**config.mk**
```make
export PLATFORM = sky130hd
export DESIGN_NAME = bnp_back
export DESIGN_NICKNAME = d
export VERILOG_FILES = /design/src/hw/rtl/bnp_pkg.sv /design/src/hw/rtl/bnp_back.sv
export SDC_FILE = /design/constraint.sdc
export NUM_CORES = 2
export LEC_CHECK = 0
export ABC_AREA = 1
export BUFFER_PORTS_ARGS = -buffer_cell sky130_fd_sc_hd__clkbuf_2
export CORE_MARGIN = 2
export CORE_UTILIZATION = 55
export DETAILED_ROUTE_END_ITERATION = 12
export HOLD_SLACK_MARGIN = 0.03
export MAX_ROUTING_LAYER = met4
export PLACE_DENSITY = 0.77
export SYNTH_ARGS = -nofsm -noshare
export SYNTH_HDL_FRONTEND = slang
export SYNTH_SLANG_ARGS = --single-unit
```
**constraint.sdc**
```tcl
create_clock -name clock -period 27.4 [get_ports clock]
set_input_delay 2.74 -clock clock [delete_from_list [all_inputs] [get_ports clock]]
set_output_delay 2.74 -clock clock [all_outputs]
set_load 0.01 [all_outputs]
```
**src/hw/rtl/bnp_pkg.sv**
```systemverilog
// Shared types and constants for the box nearest point core.
`timescale 1ns / 1ps

package bnp_pkg;

   localparam int COORD_BITS = 24;
   localparam int REACH_BITS = 50;
   localparam int DIST_BITS  = COORD_BITS + 1;
   localparam int SQ_BITS    = 2 * DIST_BITS;
   localparam int SUM_BITS   = SQ_BITS + 2;
   localparam int CMP_BITS   = (SUM_BITS > REACH_BITS) ? SUM_BITS : REACH_BITS;
   localparam int QDEPTH     = 4;
   localparam int PTR_BITS   = $clog2(QDEPTH);
   localparam int CNT_BITS   = $clog2(QDEPTH + 1);
   localparam int CSR_IDX_BITS = 3;

   localparam logic [2:0] FACE_NONE = 3'd6;

   localparam logic [CSR_IDX_BITS-1:0] REG_MIN_X = 3'd0;
   localparam logic [CSR_IDX_BITS-1:0] REG_MIN_Y = 3'd1;
   localparam logic [CSR_IDX_BITS-1:0] REG_MIN_Z = 3'd2;
   localparam logic [CSR_IDX_BITS-1:0] REG_MAX_X = 3'd3;
   localparam logic [CSR_IDX_BITS-1:0] REG_MAX_Y = 3'd4;
   localparam logic [CSR_IDX_BITS-1:0] REG_MAX_Z = 3'd5;

   typedef logic signed [COORD_BITS-1:0] coord_type;
   typedef logic [DIST_BITS-1:0]         dist_type;
   typedef logic [SQ_BITS-1:0]           sq_type;
   typedef logic [SUM_BITS-1:0]          sum_type;
   typedef logic [CMP_BITS-1:0]          cmp_type;
   typedef logic [REACH_BITS-1:0]        reach_type;
   typedef logic [CNT_BITS-1:0]          cnt_type;
   typedef logic [PTR_BITS-1:0]          ptr_type;

   typedef struct packed {
      logic      action;
      coord_type sample_x;
      coord_type sample_y;
      coord_type sample_z;
      reach_type reach_sqr;
   } req_type;

   typedef struct packed {
      logic      hit;
      logic [2:0] face_index;
      coord_type near_x;
      coord_type near_y;
      coord_type near_z;
   } rsp_type;

   typedef struct packed {
      coord_type [2:0] lo;
      coord_type [2:0] hi;
   } box_type;

   // Work item passed from the classifier to the distance unit
   typedef struct packed {
      reach_type      reach;
      logic [2:0]     face;
      coord_type [2:0] near;
      dist_type [2:0]  delta;
   } mid_type;

endpackage

```
**src/hw/rtl/bnp_back.sv**
```systemverilog
// Back part: squared distance, reach check and result queue.
`timescale 1ns / 1ps

module bnp_back (
   input  logic              clock,
   input  logic              reset,
   input  bnp_pkg::cnt_type  q_count,
   input  bnp_pkg::mid_type  q_data,
   output logic              q_pop,
   output logic              rsp_empty,
   input  logic              rsp_pop,
   output bnp_pkg::rsp_type  rsp_data
);
   import bnp_pkg::*;

   typedef logic [CNT_BITS:0] credit_type;

   logic            b1_v_ff, b1_v_in;
   sq_type [2:0]    b1_sq_ff, b1_sq_in;
   reach_type       b1_reach_ff;
   logic [2:0]      b1_face_ff;
   coord_type [2:0] b1_near_ff;

   rsp_type out_mem_ff [QDEPTH];
   ptr_type owptr_ff, owptr_in;
   ptr_type orptr_ff, orptr_in;
   cnt_type ocount_ff, ocount_in;

   rsp_type    result;
   sum_type    total;
   logic       out_pop;
   credit_type used;

   // Take a work item only when the result queue has room for it
   always_comb begin
      used    = credit_type'(b1_v_ff) + credit_type'(ocount_ff);
      q_pop   = (q_count != '0) && (used < credit_type'(QDEPTH));
      b1_v_in = q_pop;
      for (int a = 0; a < 3; a++) begin
         b1_sq_in[a] = sq_type'(q_data.delta[a]) * sq_type'(q_data.delta[a]);
      end
   end

   always_comb begin
      total = sum_type'(b1_sq_ff[0]) + sum_type'(b1_sq_ff[1]) + sum_type'(b1_sq_ff[2]);
      result.hit        = (cmp_type'(total) <= cmp_type'(b1_reach_ff));
      result.face_index = result.hit ? b1_face_ff : FACE_NONE;
      result.near_x     = b1_near_ff[0];
      result.near_y     = b1_near_ff[1];
      result.near_z     = b1_near_ff[2];
   end

   always_comb begin
      out_pop   = rsp_pop && !rsp_empty;
      owptr_in  = b1_v_ff ? owptr_ff + ptr_type'(1) : owptr_ff;
      orptr_in  = out_pop ? orptr_ff + ptr_type'(1) : orptr_ff;
      ocount_in = ocount_ff + cnt_type'(b1_v_ff) - cnt_type'(out_pop);
   end

   always_ff @(posedge clock) begin
      if (reset) begin
         b1_v_ff   <= 1'b0;
         owptr_ff  <= '0;
         orptr_ff  <= '0;
         ocount_ff <= '0;
      end else begin
         b1_v_ff   <= b1_v_in;
         owptr_ff  <= owptr_in;
         orptr_ff  <= orptr_in;
         ocount_ff <= ocount_in;
      end
   end

   always_ff @(posedge clock) begin
      if (q_pop) begin
         b1_sq_ff    <= b1_sq_in;
         b1_reach_ff <= q_data.reach;
         b1_face_ff  <= q_data.face;
         b1_near_ff  <= q_data.near;
      end
      if (b1_v_ff) begin
         out_mem_ff[owptr_ff] <= result;
      end
   end

   assign rsp_empty = (ocount_ff == '0);
   assign rsp_data  = out_mem_ff[orptr_ff];

endmodule
```
==> results by group <==
Status
  – Outcome: complete, no violations

Worst setup path
  – CP Capture Type: flop
  – CP max stage cell: clkbuf_2
  – Critical Path RT: 27.89 ns
  – Worst Path Max Fanout: 25
  – Crit path launch type: input port
  – Slowest stage delay, CP: 0.62 ns
  – Critical path class: in -> reg
  – Worst Path Arrival: 9.53 ns
  – Critical-path cell list: clkbuf_2 -> nand2_1 -> fa_1 -> inv_1 -> fa_1 -> fa_1 -> inv_1 -> fa_1 -> inv_1 -> fa_1 -> fa_1 -> inv_1 -> fa_1 -> inv_1 -> ha_1 -> a21oi_1 -> inv_1 -> a21oi_1 -> nand2_1 -> a221oi_1 -> o21ai_1 -> a21oi_1 -> xor2_1
  – Cell mode on critical path: fa_1

Floorplanning
  – Row count: 140
  – I/O pin cnt: 284
  – DIE WIDTH: 386 microns
  – Total die area: 149000 sq um
  – Starting Density: 55.2%
  – Core area: 145000 sq um
  – Die H: 386 microns

STA
  – Worst slew pin tran: 1.02 ns
  – Max Clock Skew: 0.0648 ns
  – Setup TNS: 0 ns
  – Fin. max-slew vios: 0
  – Fmax achieved: 0.111 GHz
  – Crit share post-route: 33.0%
  – RSZ-0062 raised after global routing: false
  – Final Hold Vio Count: 0
  – Finish-stage setup viols: 0
  – Slew margin rel.: 32.0%
  – Minimum clock period: 9.04 ns

Synthesis
  – Netlist cell types: 58
  – Fraction of registers with async set/reset: 0%
  – EDFF count, synth: 576
  – Dominant cell type by area after synthesis: fa_1
  – Flops & latches, synth: 586
  – Synth top area share: 36.1%
  – Most common cell in the netlist: inv_1
  – Top cells by count, synth: 2673 x inv_1, 1449 x fa_1, 1316 x nand2_1
  – Most common flop cell mapped by yosys: edfxtp_1
  – Synth area leaders: fa_1 36%, edfxtp_1 22%, inv_1 12%
  – Post-Syn Instances: 8637
  – Sequential fraction of the synthesis area: 21.8%
  – Syn_area_per_cell: 9.30 sq um
  – Mapped Area: 80300 sq um
  – Yosys warns: 0

Global routing
  – Total global-route track usage: 27.7%
  – Vias in the first global route: 60.4k
  – Total grt overflow: 0
  – Pin count of the biggest net entering global routing: 95
  – First-pass GRT wire length: 314000 microns
  – Antenna violations before repair: 16

Placed design
  – Port-buffer cells: 283
  – Gp weighted congestion: 0.963
  – Hpwl dp: 159000 microns

Route
  – ANT nets after route: 0
  – WL/cell: 18.2 microns
  – Initial DRC Count: 3892
  – DRC Markers: 0
  – DR vias: 56.3k
  – Via/cell ratio: 5.25
  – Detailed Route WL: 196000 microns
  – DR pass1 iterations: 6

Clock tree
  – H-tree lvl count: 2
  – Root Buffer Master: clkbuf_16
  – Hold buffers post-CTS: 0
  – CTS resizes: 0
  – # clock sinks: 586
  – Max Root-Sink Buffers: 3
  – Clock slew at reported path FFs: 0.06 ns
  – CTS tree: done
  – Num CTS Buffers: 60
  – Post-CTS setup repair buffer count: 0
  – Skew-Pair Late Insertion Delay: 0.66 ns

Worst hold path
  – Worst Hold Class: reg -> reg

Finish
  – Layout cells sized above 1: 5.64%
  – Layout area overhead: 6.45%
  – # nets final: 11.1k

Run
  – Max Cap Viol: 0
## worst max-delay path, delay by kind of cell
kind	cells	cell delay [ns]
buffers and inverters	7	0.98
adders and majority gates	8	4.03
xor gates and xnor gates	1	0.24
AOI/OAI and AO/OA	5	1.20
and+or+nand+nor	2	0.35
## cells in the final DEF (no fill, tap or decap), types with 16 or more instances in the layout
cell type  instances
a31oi_1           68
buf_4             18
ha_1             667
nor2_1           431
nor3_1            26
nand3_1           77
nand2_2           19
a21oi_2           16
o21bai_1          19
clkbuf_2         283
inv_1           2668
edfxtp_1         576
clkbuf_16         60
o21ai_0          252
o21a_1            22
fa_1            1449
xnor2_1           87
nand4_1           16
a21oi_1          278
nand2_1         1316
diode_2           16
o22ai_1           76
xor2_1           134
o21ai_1           21
## kinds of logic after synthesis
family                     Yosys count  share of synthesized area, %
buffers and inverters             2943                          13.8
AOI/OAI and AO/OA                  831                          5.95
and+or+nand+nor                   1938                          9.58
adders and majority gates         2116                          46.5
xor gates and xnor gates           221                          2.41
DFF                                586                          21.8
other                                2                       0.00935
## area by class of cell
| type | instances | area, sq um |
|---|---|---|
| fill | 12400 | 59900 |
| multi-input combinational | 5109 | 51800 |
| sequential | 586 | 17500 |
| inverter | 2682 | 10100 |
| tap | 1917 | 2400 |
| timing repair buffer | 301 | 1550 |
| clock buffer | 66 | 1520 |
| clock inverter | 46 | 637 |
| antenna | 16 | 40.0 |
## metrics by stage
| stage | hold slack, ns | std cells | util (%) | worst slack (ns) | area, sq um |
|---|---|---|---|---|---|
| after detailed placement | 0.479 | 10600 | 57.3 | 17.82 | 83300 |
| after CTS | 0.446 | 10700 | 58.8 | 18.51 | 85500 |
| final | 0.441 | 10700 | 58.8 | 18.36 | 85500 |
| after global placement | 0.462 | 10600 | 57.3 | 17.86 | 83300 |
| after global routing | 0.472 | 10700 | 58.8 | 18.05 | 85500 |
| after floorplan | 0.459 | 8638 | - | 3.36 | 80300 |
## sequential cells by signal, indices dropped and copies added (netlist names), named ones only
register and count:
b1_face_ff 3, b1_near_ff 72, b1_reach_ff 50, b1_sq_ff 147, b1_v_ff 1, ocount_ff 3
orptr_ff 2, out_mem_ff 304, owptr_ff 2
## per-layer routing
| metal | routed length [microns] | GRT usage, % | up-vias |
|---|---|---|---|
| met5 | 0 | - | - |
| met4 | 5810 | 7.52 | 0 |
| met3 | 16800 | 4.41 | 415 |
| met2 | 95700 | 46.2 | 2084 |
| met1 | 77500 | 35.3 | 28000 |
| li1 | - | - | 25900 |
## final timing paths
path,from,endpoint,slack (ns),depth (start not counted)
setup / recovery,q_data[69],b1_sq_ff[146],18.36,23
hold / removal,b1_near_ff[17],out_mem_ff[3][65],0.44,0
setup reg to reg,b1_sq_ff[18],out_mem_ff[2][74],22.15,22
hold reg to reg,b1_near_ff[17],out_mem_ff[3][65],0.44,0
Power is not shown: default switching activity piles up to over one toggle a cycle in this logic, so the estimate is an artifact.
