File: src/hw/rtl/bnp_pkg.sv
// Shared types and constants for the box nearest point core.
`timescale 1ns / 1ps

package bnp_pkg;

   localparam int COORD_BITS = 24;
   localparam int REACH_BITS = 50;
   localparam int DIST_BITS  = COORD_BITS + 1;
   localparam int SQ_BITS    = 2 * DIST_BITS;
   localparam int SUM_BITS   = SQ_BITS + 2;
   localparam int CMP_BITS   = (SUM_BITS > REACH_BITS) ? SUM_BITS : REACH_BITS;
   localparam int QDEPTH     = 4;
   localparam int PTR_BITS   = $clog2(QDEPTH);
   localparam int CNT_BITS   = $clog2(QDEPTH + 1);
   localparam int CSR_IDX_BITS = 3;

   localparam logic [2:0] FACE_NONE = 3'd6;

   localparam logic [CSR_IDX_BITS-1:0] REG_MIN_X = 3'd0;
   localparam logic [CSR_IDX_BITS-1:0] REG_MIN_Y = 3'd1;
   localparam logic [CSR_IDX_BITS-1:0] REG_MIN_Z = 3'd2;
   localparam logic [CSR_IDX_BITS-1:0] REG_MAX_X = 3'd3;
   localparam logic [CSR_IDX_BITS-1:0] REG_MAX_Y = 3'd4;
   localparam logic [CSR_IDX_BITS-1:0] REG_MAX_Z = 3'd5;

   typedef logic signed [COORD_BITS-1:0] coord_type;
   typedef logic [DIST_BITS-1:0]         dist_type;
   typedef logic [SQ_BITS-1:0]           sq_type;
   typedef logic [SUM_BITS-1:0]          sum_type;
   typedef logic [CMP_BITS-1:0]          cmp_type;
   typedef logic [REACH_BITS-1:0]        reach_type;
   typedef logic [CNT_BITS-1:0]          cnt_type;
   typedef logic [PTR_BITS-1:0]          ptr_type;

   typedef struct packed {
      logic      action;
      coord_type sample_x;
      coord_type sample_y;
      coord_type sample_z;
      reach_type reach_sqr;
   } req_type;

   typedef struct packed {
      logic      hit;
      logic [2:0] face_index;
      coord_type near_x;
      coord_type near_y;
      coord_type near_z;
   } rsp_type;

   typedef struct packed {
      coord_type [2:0] lo;
      coord_type [2:0] hi;
   } box_type;

   // Work item passed from the classifier to the distance unit
   typedef struct packed {
      reach_type      reach;
      logic [2:0]     face;
      coord_type [2:0] near;
      dist_type [2:0]  delta;
   } mid_type;

endpackage

File: src/hw/rtl/bnp_queue.sv
// Short queue of classified work items between the front and back parts.
`timescale 1ns / 1ps

module bnp_queue (
   input  logic              clock,
   input  logic              reset,
   input  logic              push,
   input  bnp_pkg::mid_type  push_data,
   input  logic              pop,
   output bnp_pkg::mid_type  head_data,
   output bnp_pkg::cnt_type  count
);
   import bnp_pkg::*;

   mid_type mem_ff [QDEPTH];
   ptr_type wptr_ff, wptr_in;
   ptr_type rptr_ff, rptr_in;
   cnt_type count_ff, count_in;

   always_comb begin
      wptr_in  = push ? wptr_ff + ptr_type'(1) : wptr_ff;
      rptr_in  = pop ? rptr_ff + ptr_type'(1) : rptr_ff;
      count_in = count_ff + cnt_type'(push) - cnt_type'(pop);
   end

   always_ff @(posedge clock) begin
      if (reset) begin
         wptr_ff  <= '0;
         rptr_ff  <= '0;
         count_ff <= '0;
      end else begin
         wptr_ff  <= wptr_in;
         rptr_ff  <= rptr_in;
         count_ff <= count_in;
      end
   end

   always_ff @(posedge clock) begin
      if (push) begin
         mem_ff[wptr_ff] <= push_data;
      end
   end

   assign head_data = mem_ff[rptr_ff];
   assign count     = count_ff;

endmodule

File: config.mk
export PLATFORM = sky130hd
export DESIGN_NAME = bnp_queue
export DESIGN_NICKNAME = d
export VERILOG_FILES = /design/src/hw/rtl/bnp_pkg.sv /design/src/hw/rtl/bnp_queue.sv
export SDC_FILE = /design/constraint.sdc
export NUM_CORES = 1
export LEC_CHECK = 0
export ABC_CLOCK_PERIOD_IN_PS = 15000
export BUFFER_PORTS_ARGS = -buffer_cell sky130_fd_sc_hd__buf_2
export CORE_ASPECT_RATIO = 1.4
export CORE_MARGIN = 2
export CORE_UTILIZATION = 61
export CTS_CLUSTER_DIAMETER = 30
export DETAILED_ROUTE_END_ITERATION = 6
export GPL_TIMING_DRIVEN = 0
export PLACE_DENSITY = 0.94
export SYNTH_ARGS = -nofsm -noshare
export SYNTH_HDL_FRONTEND = slang
export SYNTH_SLANG_ARGS = --single-unit
export TNS_END_PERCENT = 30
File: constraint.sdc
create_clock -name clock -period 15 [get_ports clock]
set_input_delay 0.75 -clock clock [delete_from_list [all_inputs] [get_ports clock]]
set_output_delay 0.75 -clock clock [all_outputs]
set_load 0.01 [all_outputs]
==> impl.org, run 1 <==
** Clock tree
- The H-tree was split into 3 levels.
- In this run the deepest clock path goes through 3 buffers.
- Number of buffers created by CTS :: 100
- The cell sitting at the root of the clock tree is a sky130_fd_sc_hd__clkbuf_16.
- Clock tree from TritonCTS :: yes
- Buffers inserted to repair hold after CTS numbered 0.
- Clock-pin slew reported for the worst setup and hold paths after clock tree synthesis :: 0.06 ns
- Post-CTS Setup Repair Bufs :: 0
- Resized cells post-CTS :: 0
- Number of clock sinks :: 809
- Clock insertion delay at the later pin of the skew report :: 0.64 ns

** Power
- Overall power after layout :: 5.51 mW
- Across the VDD grid, the largest voltage drop is 0.000148 V.
- Of the total power, the share spent switching nets is 0.233.
- Power per cell area :: 154 nW/µm²
- Of the total power, combinational logic draws 0.091.
- Internal power :: 4.22 mW
- The share of total power dissipated in sequential elements is 0.478.
- Leakage power summed over all cells :: 12.3 nW
- Of the total power, the clock network draws 0.431.
- P_sw :: 1.29 mW

** Global routing
- Number of global-route vias before repair :: 15297
- Overall fraction of global-route tracks in use :: 0.279
- Entering global routing, the biggest net connects 55 pins.
- Total congestion overflow :: 0
- Global-route wire length before repair :: 99600 µm
- The initial antenna violation count was 24.

** Drt
- For this block, the via count after detailed routing is 14151.
- Using the TritonRoute via totals, the vias-per-cell ratio works out to 6.05.
- For this block, the initial DRC count from the detailed router was 1275.
- DRT antenna net count :: 0
- DR WL/cell :: 29.1 µm
- Length of the first detailed-routing pass in iterations :: 7
- After detailed routing, the number of remaining DRC violations is 0.
- Total routed wirelength :: 68000 µm

** STA
- Upper clock frequency limit :: 285 MHz
- Final setup violating endpoints :: 0
- Final clock period utilization by the worst path :: 0.234
- On the final layout, the worst clock skew is 0.0140 ns.
- For the pin with the worst max-slew slack, the measured transition is 1.07 ns.
- Setup total negative slack on the finished layout was measured at 0 ns.
- Total count of max-transition violations in the final report :: 0
- For the finished layout, the period the worst path requires is 3.51 ns.
- Headroom to the max-slew limit came out at 0.283.
- Unrepaired setup endpoints after global routing :: no
- The number of hold violations in the final report is 0.

** Worst setup path
- Gate family responsible for the most delay along the worst path :: buffers and inverters
- Data arrival time of the worst path :: 2.76 ns
- CP Buf/Inv Count :: 3
- Element type at the critical path end :: output port
- Critical Path, Cell by Cell :: clkbuf_1 -> buf_2 -> mux4_2 -> buf_2
- The worst setup path is launched from a flip-flop.
- Highest-delay cell along the critical path :: sky130_fd_sc_hd__clkbuf_1
- Data required, critical path :: 14.25 ns
- Most repeated library cell on the critical path :: sky130_fd_sc_hd__buf_2
- The worst setup path is of the reg2out kind.
- Crit path largest cell delay :: 0.80 ns
- Of all nets on the critical path, the largest fanout is 10.

** Cells and area
- From synthesis to final layout, the design area changed by 22.4%.
- In the final layout, the share of cells above drive strength 1 is 0.493.
- The final layout contains 1815 nets.
- Measured on the finished design, the core utilization comes to 0.751.

** Floorplanning
- Die span in y :: 263 µm
- Core area :: 47800 µm²
- Pin placement for this block handled 407 I/O pins.
- Overall die area :: 49800 µm²
- Standard-cell row count :: 95
- For this configuration, the core starts out at a cell density of 0.613.
- Measured along the x axis, the die boundary spans 189 µm.

** Synthesis
- Count of unique library cells instantiated by Yosys :: 18
- In this run the cell area of the synthesized design comes to 29300 µm².
- In the post-synthesis netlist, the cell with the most instances is sky130_fd_sc_hd__edfxtp_1.
- Of the post-synthesis cell area, the dominant cell type holds 0.820.
- Each instance of the synthesized netlist takes up on average 27.0 µm².
- Largest area contributor in the synthesized netlist :: sky130_fd_sc_hd__edfxtp_1
- Ranking of synthesized cells by area :: sky130_fd_sc_hd__edfxtp_1 (82%), sky130_fd_sc_hd__mux4_2 (15%), sky130_fd_sc_hd__buf_6 (0.85%)
- Of the synthesized area, sequential elements account for 0.826.
- Number of storage elements in the synthesis netlist :: 809
- Synthesis produced a netlist with a net count of 1295.
- The commonest cells after synthesis are sky130_fd_sc_hd__edfxtp_1 (800), sky130_fd_sc_hd__mux4_2 (200), sky130_fd_sc_hd__buf_6 (22).
- Yosys warning total :: 0
- Ys flop type :: sky130_fd_sc_hd__edfxtp_1
- In this run, synthesis inferred 800 flip-flops with an integrated enable.
- Share of synthesized flip-flops with an asynchronous set or reset :: 0
- After technology mapping, the gate count stands at 1084.

** Outcome
- Status :: completed

** Placement
- Port buffering added 406 buffers.
- The congestion estimate from routability-driven global placement came to 0.752.
- Placed wire-length estimate after detailed placement :: 41200 µm

** Run
- Across the run, the number of max-cap violations was 0.

** Min path
- Min-delay worst type :: in2reg
[per-layer routing]
layer	GRT usage	routed length (µm)	up-vias
met2	0.497	37500	791
met4	0.127	2930	8
met3	0.0727	5550	160
met5	0	46	-
li1	-	-	5818
met1	0.315	22000	7374
[through the flow]
step / area [µm²] / setup WS, ns / instances / hold WS, ns
global route: 35900 / 11.41 / 2337 / 0.306
global placement: 32100 / 5.81 / 2120 / 0.515
floorplan: 29300 / 9.13 / 1084 / 0.492
detailed placement: 32500 / 12.15 / 2132 / 0.553
CTS: 35800 / 11.46 / 2320 / 0.286
finish: 35900 / 11.49 / 2340 / 0.324
[state kept, by name, indices dropped and copies added, names as in the netlist, named ones only]
register / flops
mem_ff: 800
count: 3
rptr_ff: 2
wptr_ff: 2
[path summary, 6_finish.rpt]
kind	from	depth (start not counted)	to	slack [ns]
max	flip-flop	4	head_data[79]	11.49
min	push_data[0]	1	mem_ff[3][0]	0.32
max reg2reg	wptr_ff[0]	4	mem_ff[3][120]	12.60
min reg2reg	rptr_ff[0]	2	flip-flop	0.57
[placed cells by master, fill, tap and decap left out]
| master | count |
|---|---|
| sky130_fd_sc_hd__a21bo_2 | 1 |
| sky130_fd_sc_hd__a21oi_1 | 1 |
| sky130_fd_sc_hd__and2_4 | 4 |
| sky130_fd_sc_hd__buf_16 | 12 |
| sky130_fd_sc_hd__buf_2 | 426 |
| sky130_fd_sc_hd__buf_6 | 22 |
| sky130_fd_sc_hd__bufinv_16 | 7 |
| sky130_fd_sc_hd__clkbuf_1 | 11 |
| sky130_fd_sc_hd__clkbuf_16 | 101 |
| sky130_fd_sc_hd__clkbuf_8 | 2 |
| sky130_fd_sc_hd__clkinv_1 | 11 |
| sky130_fd_sc_hd__clkinv_2 | 10 |
| sky130_fd_sc_hd__clkinv_4 | 11 |
| sky130_fd_sc_hd__clkinv_8 | 4 |
| sky130_fd_sc_hd__clkinvlp_4 | 9 |
| sky130_fd_sc_hd__dfxtp_1 | 9 |
| sky130_fd_sc_hd__diode_2 | 20 |
| sky130_fd_sc_hd__edfxtp_1 | 800 |
| sky130_fd_sc_hd__fa_1 | 1 |
| sky130_fd_sc_hd__ha_1 | 6 |
| sky130_fd_sc_hd__inv_1 | 6 |
| sky130_fd_sc_hd__inv_16 | 1 |
| sky130_fd_sc_hd__inv_6 | 15 |
| sky130_fd_sc_hd__inv_8 | 8 |
| sky130_fd_sc_hd__mux2i_1 | 1 |
| sky130_fd_sc_hd__mux4_2 | 200 |
| sky130_fd_sc_hd__nand3b_1 | 1 |
| sky130_fd_sc_hd__nor2_1 | 5 |
| sky130_fd_sc_hd__nor2b_1 | 2 |
| sky130_fd_sc_hd__xnor2_1 | 2 |
| sky130_fd_sc_hd__xor3_1 | 1 |
[logic make-up (layout without fill, tap and decap cells)]
logic type | Yosys count | in the layout | synth area share
flip-flops | 809 | 809 | 0.826
multiplexers | 201 | 201 | 0.154
buffers and inverters | 50 | 656 | 0.0129
AND/OR/NAND/NOR | 12 | 12 | 0.00218
adder cells (fa/ha/maj) | 7 | 7 | 0.00324
XOR/XNOR | 3 | 3 | 0.00141
AO/OA/AOI/OAI | 2 | 2 | 0.000512
other | 0 | 20 | 0
[layout make-up]
cell class / instances / area (µm²)
flip-flops and latches: 809 / 24200
fillers: 2462 / 11900
multi-input cells: 225 / 4740
clock buffers: 112 / 2590
repair buffers: 418 / 2360
well taps: 630 / 788
clock inverters: 76 / 772
plain buffers: 44 / 355
diodes: 20 / 50.0
inverters: 6 / 22.5
[power by group through the flow]
stage	combinational (mW)	clock [mW]	sequential, mW
2_1_floorplan	0.275	0	2.68
3_3_place_gp	0.461	0	2.70
3_5_place_dp	0.498	0	2.68
4_1_cts	0.509	2.40	2.63
5_1_grt	0.532	2.48	2.64
6_report	0.504	2.37	2.63
Note: power is estimated with default switching activity, not from simulation.
==> inputs of run 2 (changes only) <==
--- a/config.mk
+++ b/config.mk
@@ -5,15 +5,15 @@
 export SDC_FILE = /design/constraint.sdc
 export NUM_CORES = 1
 export LEC_CHECK = 0
-export ABC_CLOCK_PERIOD_IN_PS = 15000
+export ABC_CLOCK_PERIOD_IN_PS = 2900
 export BUFFER_PORTS_ARGS = -buffer_cell sky130_fd_sc_hd__buf_2
 export CORE_ASPECT_RATIO = 1.4
 export CORE_MARGIN = 2
-export CORE_UTILIZATION = 61
+export CORE_UTILIZATION = 51
 export CTS_CLUSTER_DIAMETER = 30
 export DETAILED_ROUTE_END_ITERATION = 6
 export GPL_TIMING_DRIVEN = 0
-export PLACE_DENSITY = 0.94
+export PLACE_DENSITY = 0.85
 export SYNTH_ARGS = -nofsm -noshare
 export SYNTH_HDL_FRONTEND = slang
 export SYNTH_SLANG_ARGS = --single-unit
==> constraint.sdc (replaced) <==
create_clock -name clock -period 2.9 [get_ports clock]
set_input_delay 0.145 -clock clock [delete_from_list [all_inputs] [get_ports clock]]
set_output_delay 0.145 -clock clock [all_outputs]
set_load 0.01 [all_outputs]
==> run 2 against run 1 <==
  * Clock skew rose by 0.0049 ns
  * Via count rose by 5.2%
  * Critical path type unchanged
  * Highest routed layer unchanged
  * Non-clock buffer count rose by 204
  * Global-route usage fell by 4.2 points
==> impl.org, run 2 (same netlist as run 1, synthesis figures left out) <==
** Floorplanning
- Die span in y :: 288 µm
- Overall die area :: 59400 µm²
- In this run the core area contains 104 standard-cell rows.
- The die is 207 µm wide.
- Core area :: 57100 µm²
- I/O pin count :: 407
- The initial utilization of the core area, before any placement, comes to 0.513.

** Power
- For this design the static power due to leakage is 13.4 nW.
- After layout, the design draws a total of 30.5 mW.
- VDD sags by at most 0.000785 V.
- Power per cell area :: 791 nW/µm²

** STA
- The clock arrives with 0.0189 ns of skew.
- Setup violations remaining at the end of the flow were counted as 0.
- Unrepaired setup endpoints after global routing :: no
- On the final layout, the worst hold slack is 0.235 ns.
- Shortest period the worst path allows :: 2.55 ns
- Worst slew margin relative to its limit :: 0.399
- Based on the critical path, the design can be clocked at up to 393 MHz.
- Worst Max-Slew Pin Slew :: 0.902 ns
- The number of hold violations in the final report was 0.
- Total count of max-transition violations in the final report :: 0
- Final clock period utilization by the worst path :: 0.878

** Drt
- Starting DRC count in detailed routing :: 1166
- In this run the remaining antenna-violating nets after routing total 0.
- The routed layout has 14880 vias.
- DR WL/cell :: 26.4 µm
- Final routed DRC violation total :: 0
- Using the TritonRoute via totals, the vias-per-cell ratio works out to 5.60.
- Length of the first detailed-routing pass in iterations :: 5
- Total routed wirelength :: 70200 µm

** Placement
- Detailed placement finished with a half-perimeter wire length of 38700 µm.
- Number of input and output port buffers inserted :: 406
- Gp weighted congestion :: 0.742

** Global routing
- The first global-routing pass estimated 102000 µm of wire.
- Overall fraction of global-route tracks in use :: 0.237
- Number of global-route vias before repair :: 16190
- After global routing the overflow that remains totals 0.
- Entering global routing, the biggest net connects 61 pins.
- Number of antenna violations at the first check in global routing :: 6

** Clock tree
- Post-CTS Setup Repair Bufs :: 0
- Clock-pin slew was measured on the worst setup and hold paths at 0.07 ns.
- TritonCTS created 109 clock buffers.
- H-Tree Level Count :: 3
- Clock tree from TritonCTS :: yes
- Cell at the root of the clock tree :: sky130_fd_sc_hd__clkbuf_16
- Clock tree synthesis found a total of 809 sinks.
- No sink is reached through more buffers than the 3 on the longest clock path.
- For the worst-skew pair, the clock arrives at the later sink with an insertion delay of 0.66 ns.

** Min path
- The min-delay analysis places its worst path in the category in2reg.
- The worst hold path terminates at mem_ff[3][140].
- Source of the worst hold timing path :: push_data[140]
- The worst hold path passes through 2 cells.

** Worst setup path
- In this run the critical register-to-register path is launched from wptr_ff[0].
- Startpoint type of the worst setup path :: flip-flop
- The worst setup path is of the reg2out kind.
- Data on the critical path arrives at its endpoint at 2.40 ns.
- The worst register-to-register path has a depth of 5.
- Element type at the critical path end :: output port
- Flop-to-flop setup slack :: 0.54 ns
- Endpoint of the lowest-slack register-to-register path :: mem_ff[2][16]
- Highest fanout seen on the critical path :: 10
- For the worst setup path, the data required time is 2.76 ns.

** Cells and area
- In the final layout, the share of cells above drive strength 1 is 0.448.
- For this run, the post-layout net count is 2028.
- Area of the multi-input gates :: 4740 µm²
- Filler Cells Inserted :: 3346
- Register containing the most flip-flops in the final layout :: mem_ff
- Area taken by flip-flops and latches :: 24200 µm²
- Relative to the synthesized area, the layout overhead comes to 31.7%.
- Most frequent cells in the layout :: sky130_fd_sc_hd__edfxtp_1 (800), sky130_fd_sc_hd__buf_2 (426), sky130_fd_sc_hd__dlygate4sd3_1 (204)
- The library cell used most frequently in the layout, excluding fill and tap cells, is sky130_fd_sc_hd__edfxtp_1.
- Largest register FFs :: 800

** Run
- Max cap viols :: 0

** Outcome
- The flow ran to the end, and the final reports show no timing, DRC or antenna violations.
run 2: report_power, final:
part / total, mW / switching [mW] / leakage, nW / internal (mW)
combinational: 2.84 / 1.51 / 4.07 / 1.33
sequential: 13.6 / 0.159 / 7.42 / 13.5
clock: 14.1 / 5.42 / 1.88 / 8.66
total: 30.5 / 7.09 / 13.4 / 23.4
run 2: worst max path at each step:
stage	startpoint	end	slack [ns]	cells past startpoint
after floorplan	wptr_ff[0]	mem_ff[1][0]	-0.51	2
after global placement	wptr_ff[0]	mem_ff[1][159]	-2.30	2
after detailed placement	flip-flop	head_data[67]	0.48	4
after CTS	flip-flop	head_data[151]	0.32	4
after global routing	flip-flop	head_data[59]	0.26	4
final	flip-flop	head_data[178]	0.35	4
run 2: stage by stage:
stage	area, µm²	setup TNS (ns)	util	setup slack, ns	instances
finish	38600	0	0.676	0.353	2659
global route	38600	0	0.675	0.259	2655
CTS	38600	0	0.675	0.316	2653
detailed placement	32600	0	0.571	0.481	2244
global placement	32300	-1107.14	0.565	-2.30	2232
floorplan	29300	-205.49	-	-0.514	1084
run 2: timing repair:
item,in CTS,in global routing
hold endpoints to repair,809,0
endpoints found under the setup margin,200,0
hold buffers,204,0
gates resized for setup,2,0
run 2: cell type report:
| cell class | count | share of cell area |
|---|---|---|
| Antenna cell | 6 | 0.000389 |
| Buffer | 44 | 0.00927 |
| Clock buffer | 118 | 0.0721 |
| Clock inverter | 87 | 0.0294 |
| Inverter | 6 | 0.000584 |
| Multi-Input combinational cell | 225 | 0.123 |
| Sequential cell | 809 | 0.627 |
| Tap cell | 742 | 0.0241 |
| Timing Repair Buffer | 622 | 0.114 |
run 2: critical path: stages (launching register included):
cell and delay, ns:
sky130_fd_sc_hd__dfxtp_1 0.33, sky130_fd_sc_hd__clkbuf_2 0.44, sky130_fd_sc_hd__buf_2 0.41, sky130_fd_sc_hd__mux4_2 0.39, sky130_fd_sc_hd__buf_2 0.19
run 2: per-layer routing:
metal | global-route usage | up-vias | part of all wire
li1 | - | 6242 | -
met5 | 0 | - | 0.00041
met2 | 0.420 | 757 | 0.54
met3 | 0.0454 | 179 | 0.067
met4 | 0.116 | 4 | 0.046
met1 | 0.275 | 7698 | 0.35
